<file path="src/sv/dot_star_pattern_matcher_macros.svh">
// Assertion macros shared by the dot-star pattern matcher RTL.
`ifndef DOT_STAR_PATTERN_MATCHER_MACROS_SVH
`define DOT_STAR_PATTERN_MATCHER_MACROS_SVH

// Same-cycle implication, disabled during reset.
`define DSM_ASSERT_NOW(label, clk, rst, ante, cons, msg) \
  label: assert property (@(posedge clk) disable iff (rst) (ante) |-> (cons)) else $error(msg);

// Next-cycle implication, disabled during reset.
`define DSM_ASSERT_NEXT(label, clk, rst, ante, cons, msg) \
  label: assert property (@(posedge clk) disable iff (rst) (ante) |=> (cons)) else $error(msg);

`endif

</file>
<file path="src/sv/dsm_pkg.sv">
// Package: constants, types and register codes of the dot-star pattern matcher.
package dsm_pkg;

  // Token slots held in the pattern registers, and the supported pattern length
  localparam int TOKEN_SLOTS = 16;
  localparam int PAT_LEN     = 16;
  localparam int LEN_CAP     = (PAT_LEN < TOKEN_SLOTS) ? PAT_LEN : TOKEN_SLOTS;

  // Position vector: bit k set means the first k tokens are matched
  localparam int POS_W = TOKEN_SLOTS + 1;
  localparam int LEN_W = 5;
  localparam int CHR_W = 8;

  // Configuration port
  localparam int CFG_DATA_W = 64;
  localparam int CFG_IDX_W  = 3;

  typedef enum logic [CFG_IDX_W-1:0] {
    REG_CHARS_LO  = 3'd0,
    REG_CHARS_HI  = 3'd1,
    REG_DOT_MASK  = 3'd2,
    REG_STAR_MASK = 3'd3,
    REG_PAT_LEN   = 3'd4
  } cfg_reg_t;

  typedef logic [POS_W-1:0] pos_vec_t;

  // Active pattern as seen by the datapath; len is already clamped
  typedef struct packed {
    logic [TOKEN_SLOTS*CHR_W-1:0] chars;
    logic [TOKEN_SLOTS-1:0]       dot;
    logic [TOKEN_SLOTS-1:0]       star;
    logic [LEN_W-1:0]             len;
  } pattern_t;

endpackage

</file>
<file path="src/sv/dsm_if.sv">
// Handshake channels of the matcher: subject bytes in, match results out.
interface dsm_in_if;
  import dsm_pkg::*;
  logic             valid;
  logic             ready;
  logic [CHR_W-1:0] ch;
  logic             last;
  logic             end_only;

  modport source (output valid, output ch, output last, output end_only, input ready);
  modport sink   (input valid, input ch, input last, input end_only, output ready);
endinterface

interface dsm_out_if;
  logic valid;
  logic ready;
  logic matched;

  modport source (output valid, output matched, input ready);
  modport sink   (input valid, input matched, output ready);
endinterface

</file>
<file path="src/sv/dot_star_pattern_matcher.sv">
// Dot-star pattern matcher: one subject byte per cycle, one result per string.
// Throughput: one beat per cycle, set by the single NFA update (closure, byte
// compare, closure) between input and result register; an ending beat waits in
// the input register until the result register is free, then loads the result.
// Reset (synchronous): pattern registers clear to the empty pattern, only
// position zero is active, and both the input and output stages are empty.
`include "dot_star_pattern_matcher_macros.svh"

module dot_star_pattern_matcher (
  input  logic                             clk,
  input  logic                             rst,
  input  logic                             cfg_we,
  input  logic [dsm_pkg::CFG_IDX_W-1:0]    cfg_index,
  input  logic [dsm_pkg::CFG_DATA_W-1:0]   cfg_data,
  dsm_in_if.sink                           item,
  dsm_out_if.source                        result
);
  import dsm_pkg::*;

  pattern_t         pat;

  // Input stage
  logic             s1_valid;
  logic [CHR_W-1:0] s1_ch;
  logic             s1_last;
  logic             s1_end_only;

  // NFA state and output stage
  pos_vec_t         active;
  logic             out_valid;
  logic             out_matched;

  pos_vec_t         set_start;
  pos_vec_t         set_byte;
  pos_vec_t         set_after;
  pos_vec_t         set_fin;
  logic             s1_ends;
  logic             out_free;
  logic             s1_adv;

  dsm_cfg_regs u_cfg (
    .clk       (clk),
    .rst       (rst),
    .cfg_we    (cfg_we),
    .cfg_index (cfg_index),
    .cfg_data  (cfg_data),
    .pat       (pat)
  );

  dsm_closure u_close_start (
    .pat     (pat),
    .set_in  (active),
    .set_out (set_start)
  );

  dsm_advance u_advance (
    .pat     (pat),
    .set_in  (set_start),
    .ch      (s1_ch),
    .set_out (set_byte)
  );

  dsm_closure u_close_byte (
    .pat     (pat),
    .set_in  (set_byte),
    .set_out (set_after)
  );

  // Pick the final set and the handshake between stages
  always_comb begin
    set_fin  = s1_end_only ? set_start : set_after;
    s1_ends  = s1_last || s1_end_only;
    out_free = !out_valid || result.ready;
    s1_adv   = s1_valid && (!s1_ends || out_free);
  end

  assign item.ready     = !s1_valid || s1_adv;
  assign result.valid   = out_valid;
  assign result.matched = out_matched;

  // Input register: load on accept, drop when the beat moves on
  always_ff @(posedge clk) begin
    if (rst) begin
      s1_valid <= 1'b0;
    end else if (item.valid && item.ready) begin
      s1_valid <= 1'b1;
    end else if (s1_adv) begin
      s1_valid <= 1'b0;
    end
  end

  always_ff @(posedge clk) begin
    if (item.valid && item.ready) begin
      s1_ch       <= item.ch;
      s1_last     <= item.last;
      s1_end_only <= item.end_only;
    end
  end

  // Advance the active set; restart at position zero when a string ends
  always_ff @(posedge clk) begin
    if (rst) begin
      active <= POS_W'(1);
    end else if (s1_adv) begin
      active <= s1_ends ? POS_W'(1) : set_fin;
    end
  end

  // Result register: hold until taken
  always_ff @(posedge clk) begin
    if (rst) begin
      out_valid <= 1'b0;
    end else if (s1_adv && s1_ends) begin
      out_valid <= 1'b1;
    end else if (result.ready) begin
      out_valid <= 1'b0;
    end
  end

  always_ff @(posedge clk) begin
    if (s1_adv && s1_ends) begin
      out_matched <= set_fin[pat.len];
    end
  end

  // Checks
  `DSM_ASSERT_NEXT(a_restart, clk, rst, s1_adv && s1_ends, active == POS_W'(1), "NFA not restarted after string end")
  `DSM_ASSERT_NOW(a_res_src, clk, rst, $rose(out_valid), $past(s1_valid && s1_ends), "result without an ending beat")
  `DSM_ASSERT_NEXT(a_s1_hold, clk, rst, s1_valid && s1_ends && out_valid && !result.ready, s1_valid, "ending beat lost while output stalled")

endmodule

</file>
<file path="src/sv/dsm_cfg_regs.sv">
// Pattern configuration registers with length clamping.
module dsm_cfg_regs (
  input  logic                             clk,
  input  logic                             rst,
  input  logic                             cfg_we,
  input  logic [dsm_pkg::CFG_IDX_W-1:0]    cfg_index,
  input  logic [dsm_pkg::CFG_DATA_W-1:0]   cfg_data,
  output dsm_pkg::pattern_t                pat
);
  import dsm_pkg::*;

  logic [CFG_DATA_W-1:0]  chars_lo;
  logic [CFG_DATA_W-1:0]  chars_hi;
  logic [TOKEN_SLOTS-1:0] dot_mask;
  logic [TOKEN_SLOTS-1:0] star_mask;
  logic [LEN_W-1:0]       pat_len;

  // Write one register per beat; unknown indexes are dropped
  always_ff @(posedge clk) begin
    if (rst) begin
      chars_lo  <= '0;
      chars_hi  <= '0;
      dot_mask  <= '0;
      star_mask <= '0;
      pat_len   <= '0;
    end else if (cfg_we) begin
      unique case (cfg_index)
        REG_CHARS_LO:  chars_lo  <= cfg_data;
        REG_CHARS_HI:  chars_hi  <= cfg_data;
        REG_DOT_MASK:  dot_mask  <= cfg_data[TOKEN_SLOTS-1:0];
        REG_STAR_MASK: star_mask <= cfg_data[TOKEN_SLOTS-1:0];
        REG_PAT_LEN:   pat_len   <= cfg_data[LEN_W-1:0];
        default: ;
      endcase
    end
  end

  // Saturate the length to the token slots that exist
  always_comb begin
    pat.chars = {chars_hi, chars_lo};
    pat.dot   = dot_mask;
    pat.star  = star_mask;
    pat.len   = (pat_len > LEN_W'(LEN_CAP)) ? LEN_W'(LEN_CAP) : pat_len;
  end

endmodule

</file>
<file path="src/sv/dsm_closure.sv">
// Star-skip closure: mask positions to the pattern length, then let starred
// tokens be skipped, as a parallel-prefix over the position vector.
module dsm_closure (
  input  dsm_pkg::pattern_t pat,
  input  dsm_pkg::pos_vec_t set_in,
  output dsm_pkg::pos_vec_t set_out
);
  import dsm_pkg::*;

  localparam int LEVELS = $clog2(POS_W);

  pos_vec_t gen [0:LEVELS];
  pos_vec_t prp [0:LEVELS];

  // Seed: live positions up to len; position i inherits from i-1 when
  // token i-1 is starred and in use
  always_comb begin
    for (int i = 0; i < POS_W; i++) begin
      gen[0][i] = set_in[i] && (LEN_W'(i) <= pat.len);
      if (i == 0) begin
        prp[0][i] = 1'b0;
      end else begin
        prp[0][i] = pat.star[i-1] && (LEN_W'(i-1) < pat.len);
      end
    end
    // Combine spans of doubling width
    for (int l = 0; l < LEVELS; l++) begin
      for (int i = 0; i < POS_W; i++) begin
        if (i >= (1 << l)) begin
          gen[l+1][i] = gen[l][i] | (prp[l][i] & gen[l][i-(1<<l)]);
          prp[l+1][i] = prp[l][i] & prp[l][i-(1<<l)];
        end else begin
          gen[l+1][i] = gen[l][i];
          prp[l+1][i] = prp[l][i];
        end
      end
    end
  end

  assign set_out = gen[LEVELS];

endmodule

</file>
<file path="src/sv/dsm_advance.sv">
// Byte step of the NFA: each live token that accepts the byte either stays
// (starred) or moves one position on.
module dsm_advance (
  input  dsm_pkg::pattern_t             pat,
  input  dsm_pkg::pos_vec_t             set_in,
  input  logic [dsm_pkg::CHR_W-1:0]     ch,
  output dsm_pkg::pos_vec_t             set_out
);
  import dsm_pkg::*;

  logic [TOKEN_SLOTS-1:0] hit;
  logic [TOKEN_SLOTS-1:0] stay;
  logic [TOKEN_SLOTS-1:0] step;

  // Compare every token against the byte in parallel
  always_comb begin
    for (int k = 0; k < TOKEN_SLOTS; k++) begin
      hit[k] = set_in[k] && (LEN_W'(k) < pat.len) &&
               (pat.dot[k] || (pat.chars[k*CHR_W +: CHR_W] == ch));
    end
    stay = hit & pat.star;
    step = hit & ~pat.star;
  end

  assign set_out = {1'b0, stay} | {step, 1'b0};

endmodule

</file>
<file path="src/flat_wrapper.sv">
// flat-port wrapper written by rule: the top's interface ports become plain ports
module dot_star_pattern_matcher_flat import dsm_pkg::*;
  (clk, rst, cfg_we, cfg_index, cfg_data, item_valid, item_ch, item_last, item_end_only, item_ready, result_valid, result_matched, result_ready);
  dsm_in_if item_i ();
  dsm_out_if result_i ();
  input  logic clk;
  input  logic rst;
  input  logic cfg_we;
  input  logic [dsm_pkg::CFG_IDX_W-1:0] cfg_index;
  input  logic [dsm_pkg::CFG_DATA_W-1:0] cfg_data;
  input wire logic [$bits(item_i.valid)-1:0] item_valid;
  input wire logic [$bits(item_i.ch)-1:0] item_ch;
  input wire logic [$bits(item_i.last)-1:0] item_last;
  input wire logic [$bits(item_i.end_only)-1:0] item_end_only;
  output wire logic [$bits(item_i.ready)-1:0] item_ready;
  output wire logic [$bits(result_i.valid)-1:0] result_valid;
  output wire logic [$bits(result_i.matched)-1:0] result_matched;
  input wire logic [$bits(result_i.ready)-1:0] result_ready;
  assign item_i.valid = item_valid;
  assign item_i.ch = item_ch;
  assign item_i.last = item_last;
  assign item_i.end_only = item_end_only;
  assign item_ready = item_i.ready;
  assign result_valid = result_i.valid;
  assign result_matched = result_i.matched;
  assign result_i.ready = result_ready;
  dot_star_pattern_matcher u_core (.clk(clk), .rst(rst), .cfg_we(cfg_we), .cfg_index(cfg_index), .cfg_data(cfg_data), .item(item_i), .result(result_i));
endmodule
</file>
<file path="config.mk">
export PLATFORM = sky130hd
export DESIGN_NAME = dot_star_pattern_matcher_flat
export DESIGN_NICKNAME = d
export VERILOG_FILES = /design/src/sv/dsm_pkg.sv /design/src/sv/dsm_if.sv /design/src/sv/dot_star_pattern_matcher.sv /design/src/sv/dsm_cfg_regs.sv /design/src/sv/dsm_closure.sv /design/src/sv/dsm_advance.sv /design/src/flat_wrapper.sv
export VERILOG_INCLUDE_DIRS = /design/src /design/src/sv
export SDC_FILE = /design/constraint.sdc
export NUM_CORES = 1
export LEC_CHECK = 0
export ABC_AREA = 1
export ABC_CLOCK_PERIOD_IN_PS = 2460
export BUFFER_PORTS_ARGS = -buffer_cell sky130_fd_sc_hd__buf_4
export CORE_MARGIN = 2
export CORE_UTILIZATION = 50
export CTS_CLUSTER_DIAMETER = 80
export DETAILED_ROUTE_END_ITERATION = 12
export PLACE_DENSITY = 0.71
export RECOVER_POWER = 25
export SYNTH_ARGS = -nofsm -noshare
export SYNTH_HDL_FRONTEND = slang
export SYNTH_SLANG_ARGS = --single-unit
</file>
<file path="constraint.sdc">
create_clock -name clk -period 2.46 [get_ports clk]
set_input_delay 0.492 -clock clk [delete_from_list [all_inputs] [get_ports clk]]
set_output_delay 0.492 -clock clk [all_outputs]
set_load 0.02 [all_outputs]
</file>
* Yosys cells after proc, flatten, opt, wreduce, memory -nomap -nowiden
Cells that the tools add are included.
** Word-level totals
- Bits in registers :: 195
- Input bits :: 82
- Output and inout port bits :: 3
- Logic and storage cells :: 450
** Operators by class
- Magnitude comparators :: 35
- Eq/ne operators :: 20
- Muxes and demuxes :: 9
- Bitwise gates (word level) :: 258
- Reduce and logical (&&, ||, !) cells :: 116
** Operators by type and width (count)
- 1-bit AND :: 146
- 8-bit == test :: 16
- 1-bit OR :: 108
- 1-bit logical AND :: 85
- 4-bit by 5-bit less-or-equal comparator with 1-bit output (first input constant) :: 8
- 4-bit by 5-bit less-than comparator with 1-bit output (first input constant) :: 8
- 17-bit two-way mux :: 2
- 16-bit AND :: 2
- 3-bit by 5-bit less-or-equal comparator with 1-bit output (first input constant) :: 4
- 1-bit logical OR :: 20
- 3-bit by 5-bit less-than comparator with 1-bit output (first input constant) :: 4
- 16-bit by 17-bit OR with 17-bit output :: 1
- 16-bit NOT :: 1
- 1-bit by 5-bit less-or-equal comparator with 1-bit output (first input constant) :: 2
- 2-bit by 5-bit less-or-equal comparator with 1-bit output (first input constant) :: 2
- 1-bit by 5-bit less-than comparator with 1-bit output (first input constant) :: 2
- 2-bit by 5-bit less-than comparator with 1-bit output (first input constant) :: 2
- 2-bit AND reduction :: 5
- 3-bit by 2-bit == test with 1-bit output (second input constant) :: 2
- 5-bit by 6-bit less-than comparator with 1-bit output (second input constant) :: 1
- 1-bit binary-select mux with 5-bit select :: 1
- 5-bit greater-than comparator (second input constant) :: 1
- 5-bit less-or-equal comparator (first input constant) :: 1
- 1-bit two-way mux :: 5
- 6 further kinds :: 9

* Logic depth before layout (Yosys ltp)
Gate-level depths: netlist of run 1.
- Depth after elaboration :: 29
- Depth in mapped cells :: 26
- Gate-level depth less buffers :: 25

* Modules after synthesis
A second synthesis of run 1 with hierarchy kept.
** Second synthesis, totals
- Cell total of the unflattened synthesis :: 2093
- Area total of the unflattened synthesis :: 12577.1 µm²
** By module, submodules not included
- dsm_cfg_regs :: instances 1, cells an instance 985, area an instance 6688.9 µm²
- dsm_advance :: instances 1, cells an instance 591, area an instance 2805.2 µm²
- dsm_closure :: instances 2, cells an instance 165, area an instance 815.8 µm²
- dot_star_pattern_matcher :: instances 1, cells an instance 187, area an instance 1451.4 µm²

* Worst setup path after synthesis of run 1
Ideal clock, no wire load.
- Kind :: reg-to-reg
- From :: register u_core.u_cfg.pat_len[4]
- To :: register u_core.out_matched (netlist: u_core.result.matched) (data pin)
- Setup time :: 0.254 ns
- Data arrival time :: 2.124 ns
- Slack :: 0.081 ns
- Stages on the path, launching flop included :: 23
- Path through :: dfxtp_1 inv_2 buf_6 nand2_2 nor2_2 nand2_2 nand3_2 nor2_4 nand2_2 inv_1 o21ai_1 nand3_2 nand3_1 nand2_1 inv_2 nand2_1 nand3b_1 o21bai_1 nand2_1 nand3_1 nand3_1 nand2_1 nand2_1
** Between the ends
- Cells in the longest elaborated chain, start to end :: 27
- Elaborated cells on any way between the ends :: 377
- Those cells by class :: order compare: 34; mux: 4; bitwise: 257; reduce/logical: 82
** Ends and longest elaborated chain
- start, declared :: RTL line dsm_cfg_regs.sv:16 : logic [LEN_W-1:0] pat_len;
- start signal, assigned :: RTL line dsm_cfg_regs.sv:32 : REG_PAT_LEN: pat_len <= cfg_data[LEN_W-1:0];
- 5-bit greater-than comparator :: RTL line dsm_cfg_regs.sv:43 : pat.len = (pat_len > LEN_W'(LEN_CAP)) ? LEN_W'(LEN_CAP) : pat_len;
- 5-bit two-way mux * :: RTL line dsm_cfg_regs.sv:43
- 2-bit by 5-bit less-than comparator with 1-bit output, or another cell as far along :: RTL line dsm_closure.sv:23, dsm_advance.sv:18
- 1-bit logical AND (on tied branches) :: RTL line dsm_closure.sv:23, dsm_closure.sv:19
- 1-bit AND :: RTL line dsm_closure.sv:30 : gen[l+1][i] = gen[l][i] | (prp[l][i] & gen[l][i-(1<<l)]);
- 1-bit OR :: RTL line dsm_closure.sv:30
- 1-bit AND :: RTL line dsm_closure.sv:30
- 1-bit OR :: RTL line dsm_closure.sv:30
- (+9 left out)
- 1-bit OR :: RTL line dsm_closure.sv:30
- 1-bit AND :: RTL line dsm_closure.sv:30
- 1-bit OR :: RTL line dsm_closure.sv:30
- 1-bit AND :: RTL line dsm_closure.sv:30
- 1-bit OR (3 in series) :: RTL line dsm_closure.sv:30
- 17-bit two-way mux :: RTL line dot_star_pattern_matcher.sv:71 : set_fin = s1_end_only ? set_start : set_after;
- 1-bit binary-select mux with 5-bit select * :: RTL line dot_star_pattern_matcher.sv:122 : out_matched <= set_fin[pat.len];
- 1-bit two-way mux (not written as such) * :: RTL line dot_star_pattern_matcher.sv:122
- end signal, assigned :: RTL line dot_star_pattern_matcher.sv:122
- end, declared :: RTL line dot_star_pattern_matcher.sv:31 : logic out_matched;
Every way passes the cells marked *; elsewhere a longest branch is shown, timed or not. The select of a mux whose other input is x is not followed.
A chain may end at the register's enable or synchronous reset.

* Final worst setup path of run 1
Ends and elaborated chain as after synthesis.

==> flow_summary.ini, run 1 <==
[final_layout]
final.fill_count = 1759
diodes = 0
syn2layout_area_growth_pct = 38.9
layout-drive-gt1-share_pct = 33.6
multi_input_area_mm2 = 0.00680
regArea_mm2 = 0.00403
instances_no_fill = 2105
nNetsFinal = 1899

[cts]
cts_buffer_depth = 2
cts_tree = done
cts_sinks = 195
cts_buffers = 17
h-tree-depth = 4
clkLatencyLatePin_ns = 0.45
cts_root_buf = clkbuf_16
cts.reportedPaths.clkPinSlew_ns = 0.09
hold_buffers = 0

[placed_design]
place.gp.congestion = 1.03
io_buffer_count = 84
hpwl_um = 26900
numPlacedInstances = 2036

[sta]
worst_slack_ns = -0.295
max_freq_mhz = 363
finalMaxSlewViolations = 0
layout_min_cycle_time_ns = 2.76
tightestPinTransition_ns = 1.11
rsz0062_at_grt = yes
finalHoldViolCount = 0
relSlewSlack_pct = 26.2
finalCritPeriodShare_pct = 112
setup_viol = 8
skew_ns = 0.0177

[route]
wl_per_cell_um = 18.1
dr.pass1.iters = 5
postRouteAntennaNets = 0
wl_um = 38100
vias = 11400
drt_iter0_drc = 899
viasPerCell = 5.44
drc = 0

[yosys]
ys_types = 41
synth-simple-area-share_pct = 32.0
synth_area_leaders = dfxtp_1 34%, nand2_1 18%, a21oi_1 8.1%
ys.flop_type = dfxtp_1
syn_nets = 1648
ys_seq_elements = 195
yosys.area.top_type_share_pct = 34.5
synth_fa_ha_area_share_pct = 0
syn-cell-area_mm2 = 0.0107
yosysSeqAreaShare_pct = 37.6
synth_xor_area_share_pct = 9.10
synth_edf_count = 11
synth_top_family_by_area = simple AND/OR/NAND/NOR gates
muxShareOfSynthArea_pct = 0
syn_inst = 1566
syn_area_per_cell_um2 = 6.82
synth_compound_area_share_pct = 13.6
synth_most_common_cell = nand2_1
synth_top_area_cell = dfxtp_1
synth_common_cells = 511 x nand2_1, 184 x dfxtp_1, 173 x a21oi_1
async_flop_share_pct = 0
yosysWarnings = 0

[worst_hold_path]
min_path_type = input pin to register
worstHoldStart = item_ch[4]

[worst_setup_path]
cp-start-kind = register
crit_fanout = 8
crit_start = u_core.u_cfg.pat_len[4]
required_ns = 2.66
r2r_start = u_core.u_cfg.pat_len[4]
end_kind = register
cp.arrival_ns = 2.95
crit_type = register to register

[global_route]
grt_max_degree = 66
grt_pass1_wl_um = 57700
grt_usage_pct = 33.3
grt_overflow = 0
antenna_found_initial = 0
first_global_vias = 10900

[floorplanning]
rows = 53
die_y_um = 150
die_area_mm2 = 0.0225
core_mm2 = 0.0210
io_pins = 85
start_util_pct = 50.8
die_w_um = 150

[power]
ir_drop_mv = 0.442
p_leak_nw = 6.10
p_per_area_mw_per_mm2 = 500
p_total_w = 0.00742

[run]
maxCapViolations = 0

[outcome]
status = finished with violations
violations = negative setup slack
==> routing by layer <==
metal  GRT usage, %  vias up  wire length [um]
met5              0        -                 0
met4           13.2        0              1520
met3           5.12       91              2300
met1           43.6     5382             16100
met2           55.1      429             18100
li1               -     5543                 -
==> kinds of logic (layout without fill, tap and decap cells) <==
kind of cell           count (synthesis)  after routing
AO/OA/AOI/OAI                        257            257
AND/OR/NAND/NOR                      797            797
flip-flops                           195            195
XOR/XNOR                             111            111
buffers and inverters                206            470
==> critical path: stages, from the launching register on <==
cell and delay (ns):
dfxtp_4 0.38, inv_8 0.09, buf_4 0.14, buf_6 0.13, o21ai_2 0.08, nand2_1 0.10, nor2_1 0.07, nor2_2 0.23
nand2_2 0.11, inv_2 0.07, nand2_2 0.07, nand3_1 0.10, nand2_2 0.09, nand2_2 0.10, nand2_2 0.07, a21oi_4 0.16
buf_6 0.11, nand2_1 0.04, nand2_1 0.05, nand2_1 0.06, o21ai_2 0.06, inv_2 0.06, a21oi_2 0.09, nand2_1 0.05
==> sequential cells by signal, summed over array words and instances (netlist names) <==
register / flops
u_core.s1_last: 1
u_core.u_cfg.chars_lo: 64
u_core.u_cfg.pat_len: 5
u_core.u_cfg.dot_mask: 16
u_core.s1_ch: 8
u_core.result.valid: 1
u_core.s1_valid: 1
u_core.u_cfg.chars_hi: 64
u_core.result.matched: 1
u_core.s1_end_only: 1
u_core.u_cfg.star_mask: 16
u_core.active: 17
==> path summary, 6_finish.rpt <==
path	slack, ns	to	cells past startpoint
hold / removal	0.23	u_core.s1_ch[4]	1
hold reg to reg	0.47	u_core.active[12]	2
setup / recovery	-0.30	u_core.result.matched	23
setup reg to reg	-0.30	u_core.result.matched	23
==> timing repair <==
action,in CTS,in global routing
cloned,2,0
pin swaps,37,73
setup endpoints to repair,13,14
setup buffers,19,16
gates resized for setup,95,180
==> layout by cell type (no fill, tap or decap), types with 5 or more instances in the layout <==
cell type and n:
a211oi_1 42, a21oi_1 150, a21oi_2 23, a21oi_4 5, buf_12 11, buf_4 265
buf_6 13, clkbuf_16 17, clkbuf_4 9, clkinv_8 5, dfxtp_1 179, edfxtp_1 11
inv_1 102, inv_2 26, nand2_1 440, nand2_2 76, nand2_4 12, nand3_1 45
nand3_2 38, nand3_4 14, nand4_1 21, nor2_1 83, nor2_2 22, nor2_4 15
nor3_1 6, nor3_2 8, o21ai_0 9, o21ai_2 10, xnor2_1 82, xnor2_2 5
xor2_1 24
==> through the flow <==
stage               instance area, um2  setup slack (ns)  hold slack, ns  TNS [ns]  utilization [%]
finish                           14800            -0.295           0.231    -0.768             70.6
CTS                              14000            -0.264           0.192    -0.761             66.8
global placement                 12900            -0.737           0.447     -3.99             61.2
global route                     14800            -0.449           0.214     -2.39             70.6
detailed placement               12900            -0.676           0.451     -4.21             61.2
floorplan                        10700            0.0811           0.434         0                -
==> cell type report <==
class,instances,area share (%)
clock inverter,15,1.53
inverter,131,3.41
tap,275,2.32
timing repair buffer,306,16.8
multi-input combinational,1165,45.8
clock buffer,17,2.87
timing repair inverter,1,0.0506
sequential,195,27.2
==> power breakdown <==
| group | leakage [nW] | internal, W | switching (W) |
|---|---|---|---|
| registers | 1.60 | 0.00327 | 0.0000680 |
| logic | 4.19 | 0.000444 | 0.000574 |
| clock network | 0.314 | 0.00145 | 0.00162 |
| total | 6.10 | 0.00516 | 0.00226 |
(Power assumes the default switching activity.)
==> run 2: changes to the inputs <==
Settings changed: CORE_MARGIN 2 to 3.
==> run 2 against run 1 <==
The flow finishes with violations (max-capacitance violations, max-slew violations, negative setup slack). Setup slack got worse by 0.0046 ns. Non-clock buffer count shrank 21. Critical path depth fell by 1. Core utilization is 0.22 points higher. Maximum frequency is 0.17% lower. Largest cell class unchanged. Largest power group unchanged.
==> flow_summary.ini, run 2 (synthesis results as in run 1) <==
[run]
maxCapViolations = 1

[global_route]
grt_overflow = 0
first_global_vias = 10600
grt_max_degree = 58
antenna_found_initial = 0
grt_pass1_wl_um = 58100
grt_usage_pct = 31.2

[route]
dr.pass1.iters = 5
drc = 0
postRouteAntennaNets = 0
viasPerCell = 5.42
drt_iter0_drc = 1064
vias = 11300
wl_per_cell_um = 18.1
wl_um = 37600

[placed_design]
numPlacedInstances = 2012
place.gp.congestion = 0.976
io_buffer_count = 84
post_dp_cell_area_mm2 = 0.0128
hpwl_um = 26400

[worst_setup_path]
reg2reg_slack_ns = -0.30
cp_top_family = simple AND/OR/NAND/NOR gates
crit_top_cell = nand2_1
crit_buf_inv = 5
crit_type = register to register
cp.arrival_ns = 2.95
required_ns = 2.65
max_stage_delay_ns = 0.38
crit_fanout = 5
cp-start-kind = register
cp_slowest_cell = dfxtp_4
end_kind = register
path_cells = nor2_4 -> buf_6 -> nand2_8 -> nand3_4 -> inv_2 -> nand2_2 -> nand3_4 -> buf_6 -> nand4_1 -> nand2_2 -> inv_2 -> nand2_2 -> a21oi_1 -> o21ai_2 -> nand2_1 -> nand2_1 -> nand2_1 -> nand2_1 -> o21ai_2 -> inv_2 -> a21oi_1 -> nand2_1

[sta]
setup_viol = 7
finalHoldViolCount = 0
worst_slack_ns = -0.300
skew_ns = 0.0190
holdWs_ns = 0.243
rsz0062_at_grt = yes
max_freq_mhz = 362
finalMaxSlewViolations = 33
setup_tns_ns = -1.02
tightestPinTransition_ns = 1.66
finalCritPeriodShare_pct = 112
layout_min_cycle_time_ns = 2.76
relSlewSlack_pct = -10.9

[cts]
clkLatencyLatePin_ns = 0.44
cts_buffers = 17
h-tree-depth = 4
cts_tree = done
hold_buffers = 0
cts.reportedPaths.clkPinSlew_ns = 0.08
cts_sinks = 195
cts_root_buf = clkbuf_16
cts_buffer_depth = 2

[floorplanning]
core_mm2 = 0.0206
die_w_um = 152
io_pins = 85
die_area_mm2 = 0.0231
rows = 52
die_y_um = 152
start_util_pct = 51.8

[final_layout]
reg_top3 = u_core.u_cfg.chars_hi: 64 flops, u_core.u_cfg.chars_lo: 64 flops, u_core.active: 17 flops
multi_input_area_mm2 = 0.00673
finalInstanceArea_mm2 = 0.0146
regArea_mm2 = 0.00403
layout-drive-gt1-share_pct = 31.6
nNetsFinal = 1877
final.fill_count = 1693
instances_no_fill = 2078
syn2layout_area_growth_pct = 36.7
final_common_cell = nand2_1
diodes = 0
mostFrequentLayoutCells = 441 x nand2_1, 243 x buf_4, 179 x dfxtp_1

[power]
p_leak_nw = 6.05
ir_drop_mv = 0.410
p_per_area_mw_per_mm2 = 496
p_total_w = 0.00724

[outcome]
violations = max-capacitance violations, max-slew violations, negative setup slack
status = finished with violations

[worst_hold_path]
min_path_type = input pin to register
run 2: cell types whose count changed in the layout (fill, tap and decap cells not counted), sizes merged:
cell | before | now
buf | 290 | 271
bufbuf | 1 | 0
clkbuf | 32 | 31
clkinv | 5 | 7
inv | 140 | 137
run 2: timing repair:
item,CTS,global route
setup buffers,26,8
resized for setup,154,99
setup endpoints to repair,13,14
pin swaps,67,63
cloned,1,0
endpoints found under the hold margin,0,0
run 2: layout make-up:
class                   instances  share of cell area, %
flip-flops and latches        195                   27.6
multi-input cells            1165                   46.1
repair buffers                285                   16.4
well taps                     270                   2.31
clock inverters                15                   1.24
inverters                     131                   3.45
clock buffers                  17                   2.91
run 2: stage by stage:
| step | util [%] | setup WS [ns] |
|---|---|---|
| floorplan | - | 0.0811 |
| CTS | 68.7 | -0.212 |
| finish | 70.8 | -0.300 |
| global route | 70.8 | -0.520 |
| global placement | 61.9 | -0.430 |
| detailed placement | 61.9 | -0.485 |
run 2: power breakdown:
| part | internal [W] | switching (W) | total [W] |
|---|---|---|---|
| clock network | 0.00139 | 0.00148 | 0.00287 |
| registers | 0.00327 | 0.0000697 | 0.00334 |
| logic | 0.000455 | 0.000577 | 0.00103 |
run 2: layer usage:
metal	part of all wire [%]	GRT usage, %	vias up
met3	6.5	4.60	72
met1	44	43.9	5292
li1	-	-	5500
met4	3.2	10.1	0
met5	0	0	-
met2	46	49.7	409
run 2: worst paths after layout:
| kind | from | endpoint | cells after the start |
|---|---|---|---|
| worst min-delay path | item_ch[0] | u_core.s1_ch[0] | 1 |
| worst min register to register | u_core.u_cfg.dot_mask[9] | u_core.u_cfg.dot_mask[9] | 2 |
| worst max-delay path | u_core.u_cfg.pat_len[4] | u_core.result.matched | 22 |
| worst max register to register | u_core.u_cfg.pat_len[4] | u_core.result.matched | 22 |
==> run 3: changes to the inputs <==
Settings changed: CORE_UTILIZATION 50 to 48, CTS_CLUSTER_SIZE from default to 20, PLACE_DENSITY 0.71 to 0.69.
==> run 3 against run 2 <==
Critical endpoint unchanged. Worst hold slack got worse by 0.014 ns. The run still ends with max-capacitance violations, max-slew violations, negative setup slack left. Register-to-register slack worse by 0.03 ns. Wire length is 1.8% lower. Highest routed layer unchanged. Largest cell class unchanged. Sequential power about the same. Cell count grew 0.14%. Largest power group unchanged.
==> flow_summary.ini, run 3 (synthesis results as in run 1) <==
[power]
p_seq_share_pct = 45.3
switching_share_pct = 29.9
switchingPower_w = 0.00220
p_per_area_mw_per_mm2 = 511
pwr-share-clk_pct = 41.1
p_leak_nw = 5.98
power_frac_comb_pct = 13.6
p_total_w = 0.00735
power.internal_w = 0.00515
ir_drop_mv = 0.469

[global_route]
first_global_vias = 10800
grt_max_degree = 70
grt_usage_pct = 30.4
antenna_found_initial = 0
grt_overflow = 0
grt_pass1_wl_um = 57700

[worst_setup_path]
cp-start-kind = register
crit_fanout = 9
end_kind = register
crit_type = register to register
cp.arrival_ns = 2.99
required_ns = 2.66

[route]
drc = 0
wl_per_cell_um = 17.7
wl_um = 36900
dr.pass1.iters = 5
drt_iter0_drc = 743
viasPerCell = 5.31
vias = 11100
postRouteAntennaNets = 0

[final_layout]
diodes = 0
reg_top3 = u_core.u_cfg.chars_hi: 64 flops, u_core.u_cfg.chars_lo: 64 flops, u_core.active: 17 flops
final_common_cell = nand2_1
instances_no_fill = 2081
nNetsFinal = 1875
mostFrequentLayoutCells = 457 x nand2_1, 238 x buf_4, 179 x dfxtp_1
layout-drive-gt1-share_pct = 29.9
finalInstanceArea_mm2 = 0.0144
syn2layout_area_growth_pct = 34.7

[cts]
cts.reportedPaths.clkPinSlew_ns = 0.09
cts_root_buf = clkbuf_16
hold_buffers = 0
h-tree-depth = 4
cts_buffers = 17
cts_sinks = 195
clkLatencyLatePin_ns = 0.45
cts_tree = done
cts_buffer_depth = 2

[sta]
rsz0062_at_grt = yes
finalHoldViolCount = 0
max_freq_mhz = 358
worst_slack_ns = -0.329
finalMaxSlewViolations = 70
layout_min_cycle_time_ns = 2.79
setup_viol = 6
relSlewSlack_pct = -3.65
setup_tns_ns = -1.05
holdWs_ns = 0.229
tightestPinTransition_ns = 1.55
skew_ns = 0.0163
finalCritPeriodShare_pct = 113

[placed_design]
numPlacedInstances = 2023
place.gp.congestion = 1.00
io_buffer_count = 84
post_dp_cell_area_mm2 = 0.0128
hpwl_um = 27100

[floorplanning]
die_w_um = 155
die_y_um = 155
io_pins = 85
core_mm2 = 0.0214
start_util_pct = 49.9
rows = 53
die_area_mm2 = 0.0241

[outcome]
status = finished with violations
violations = max-capacitance violations, max-slew violations, negative setup slack

[worst_hold_path]
min_path_type = input pin to register

[run]
maxCapViolations = 1
## run 3: cell count changes in the layout (fill, tap and decap cells not counted), sizes merged
cell,delta
inv,+2
clkinv,-1
buf,-2
clkinvlp,-1
## run 3: cell type report
type,instances,area (um2)
fillers,1934,7040
well taps,275,344
flip-flops and latches,195,4030
clock inverters,15,223
repair buffers,283,2350
inverters,131,508
multi-input cells,1165,6500
clock buffers,17,425
## run 3: repair_timing
item                       CTS  global route
gates cloned                 1             0
setup endpoints to repair   14            16
gates resized for setup    110           109
hold endpoints to repair     0             0
setup buffers               20             6
pin swaps                   40            45
## run 3: worst max-delay path: stages (launching register included)
cell and delay [ns]:
dfxtp_4 0.39, inv_8 0.09, nand2_2 0.09, nor2_4 0.13, nand2_2 0.10, nand3_2 0.09, buf_4 0.10, nor2_1 0.04
nor2_2 0.09, buf_4 0.13, nor2_4 0.03, nor2_1 0.20, nand2_2 0.09, nand3_1 0.11, nand2_1 0.09, nand2_1 0.08
nand3_1 0.10, nor2_2 0.16, nand2_2 0.07, nand2_2 0.08, nand2_1 0.05, nand3_1 0.08, nand3_1 0.07, nand2_1 0.06
nand2_1 0.04
## run 3: per-layer routing
| layer | track usage [%] | vias to the layer above | share of wire (%) |
|---|---|---|---|
| li1 | - | 5504 | - |
| met1 | 40.6 | 5181 | 44 |
| met2 | 50.7 | 309 | 48 |
| met3 | 4.12 | 66 | 4.8 |
| met4 | 10.6 | 0 | 2.7 |
| met5 | 0 | - | 0 |
## run 3: path summary, 6_finish.rpt
| kind | startpoint | slack (ns) | cells past startpoint | endpoint |
|---|---|---|---|---|
| max | u_core.u_cfg.pat_len[4] | -0.33 | 24 | u_core.result.matched |
| min | item_ch[7] | 0.23 | 1 | u_core.s1_ch[7] |
| max reg2reg | u_core.u_cfg.pat_len[4] | -0.33 | 24 | u_core.result.matched |
| min reg2reg | u_core.active[1] | 0.47 | 2 | u_core.active[1] |
## run 3: stage by stage
| stage | utilization [%] | setup WS (ns) |
|---|---|---|
| floorplan | - | 0.0811 |
| global placement | 59.6 | -0.522 |
| detailed placement | 59.6 | -0.569 |
| CTS | 65.1 | -0.273 |
| global route | 67.1 | -0.571 |
| finish | 67.1 | -0.329 |
## run 3: power by group through the flow
stage          registers [W]  logic (W)  clock network [W]
6_report             0.00333   0.000999            0.00302
5_1_grt              0.00334    0.00108            0.00317
4_1_cts              0.00333   0.000969            0.00306
3_5_place_dp         0.00340   0.000899                  0
3_3_place_gp         0.00340   0.000895                  0
2_1_floorplan        0.00339   0.000483                  0
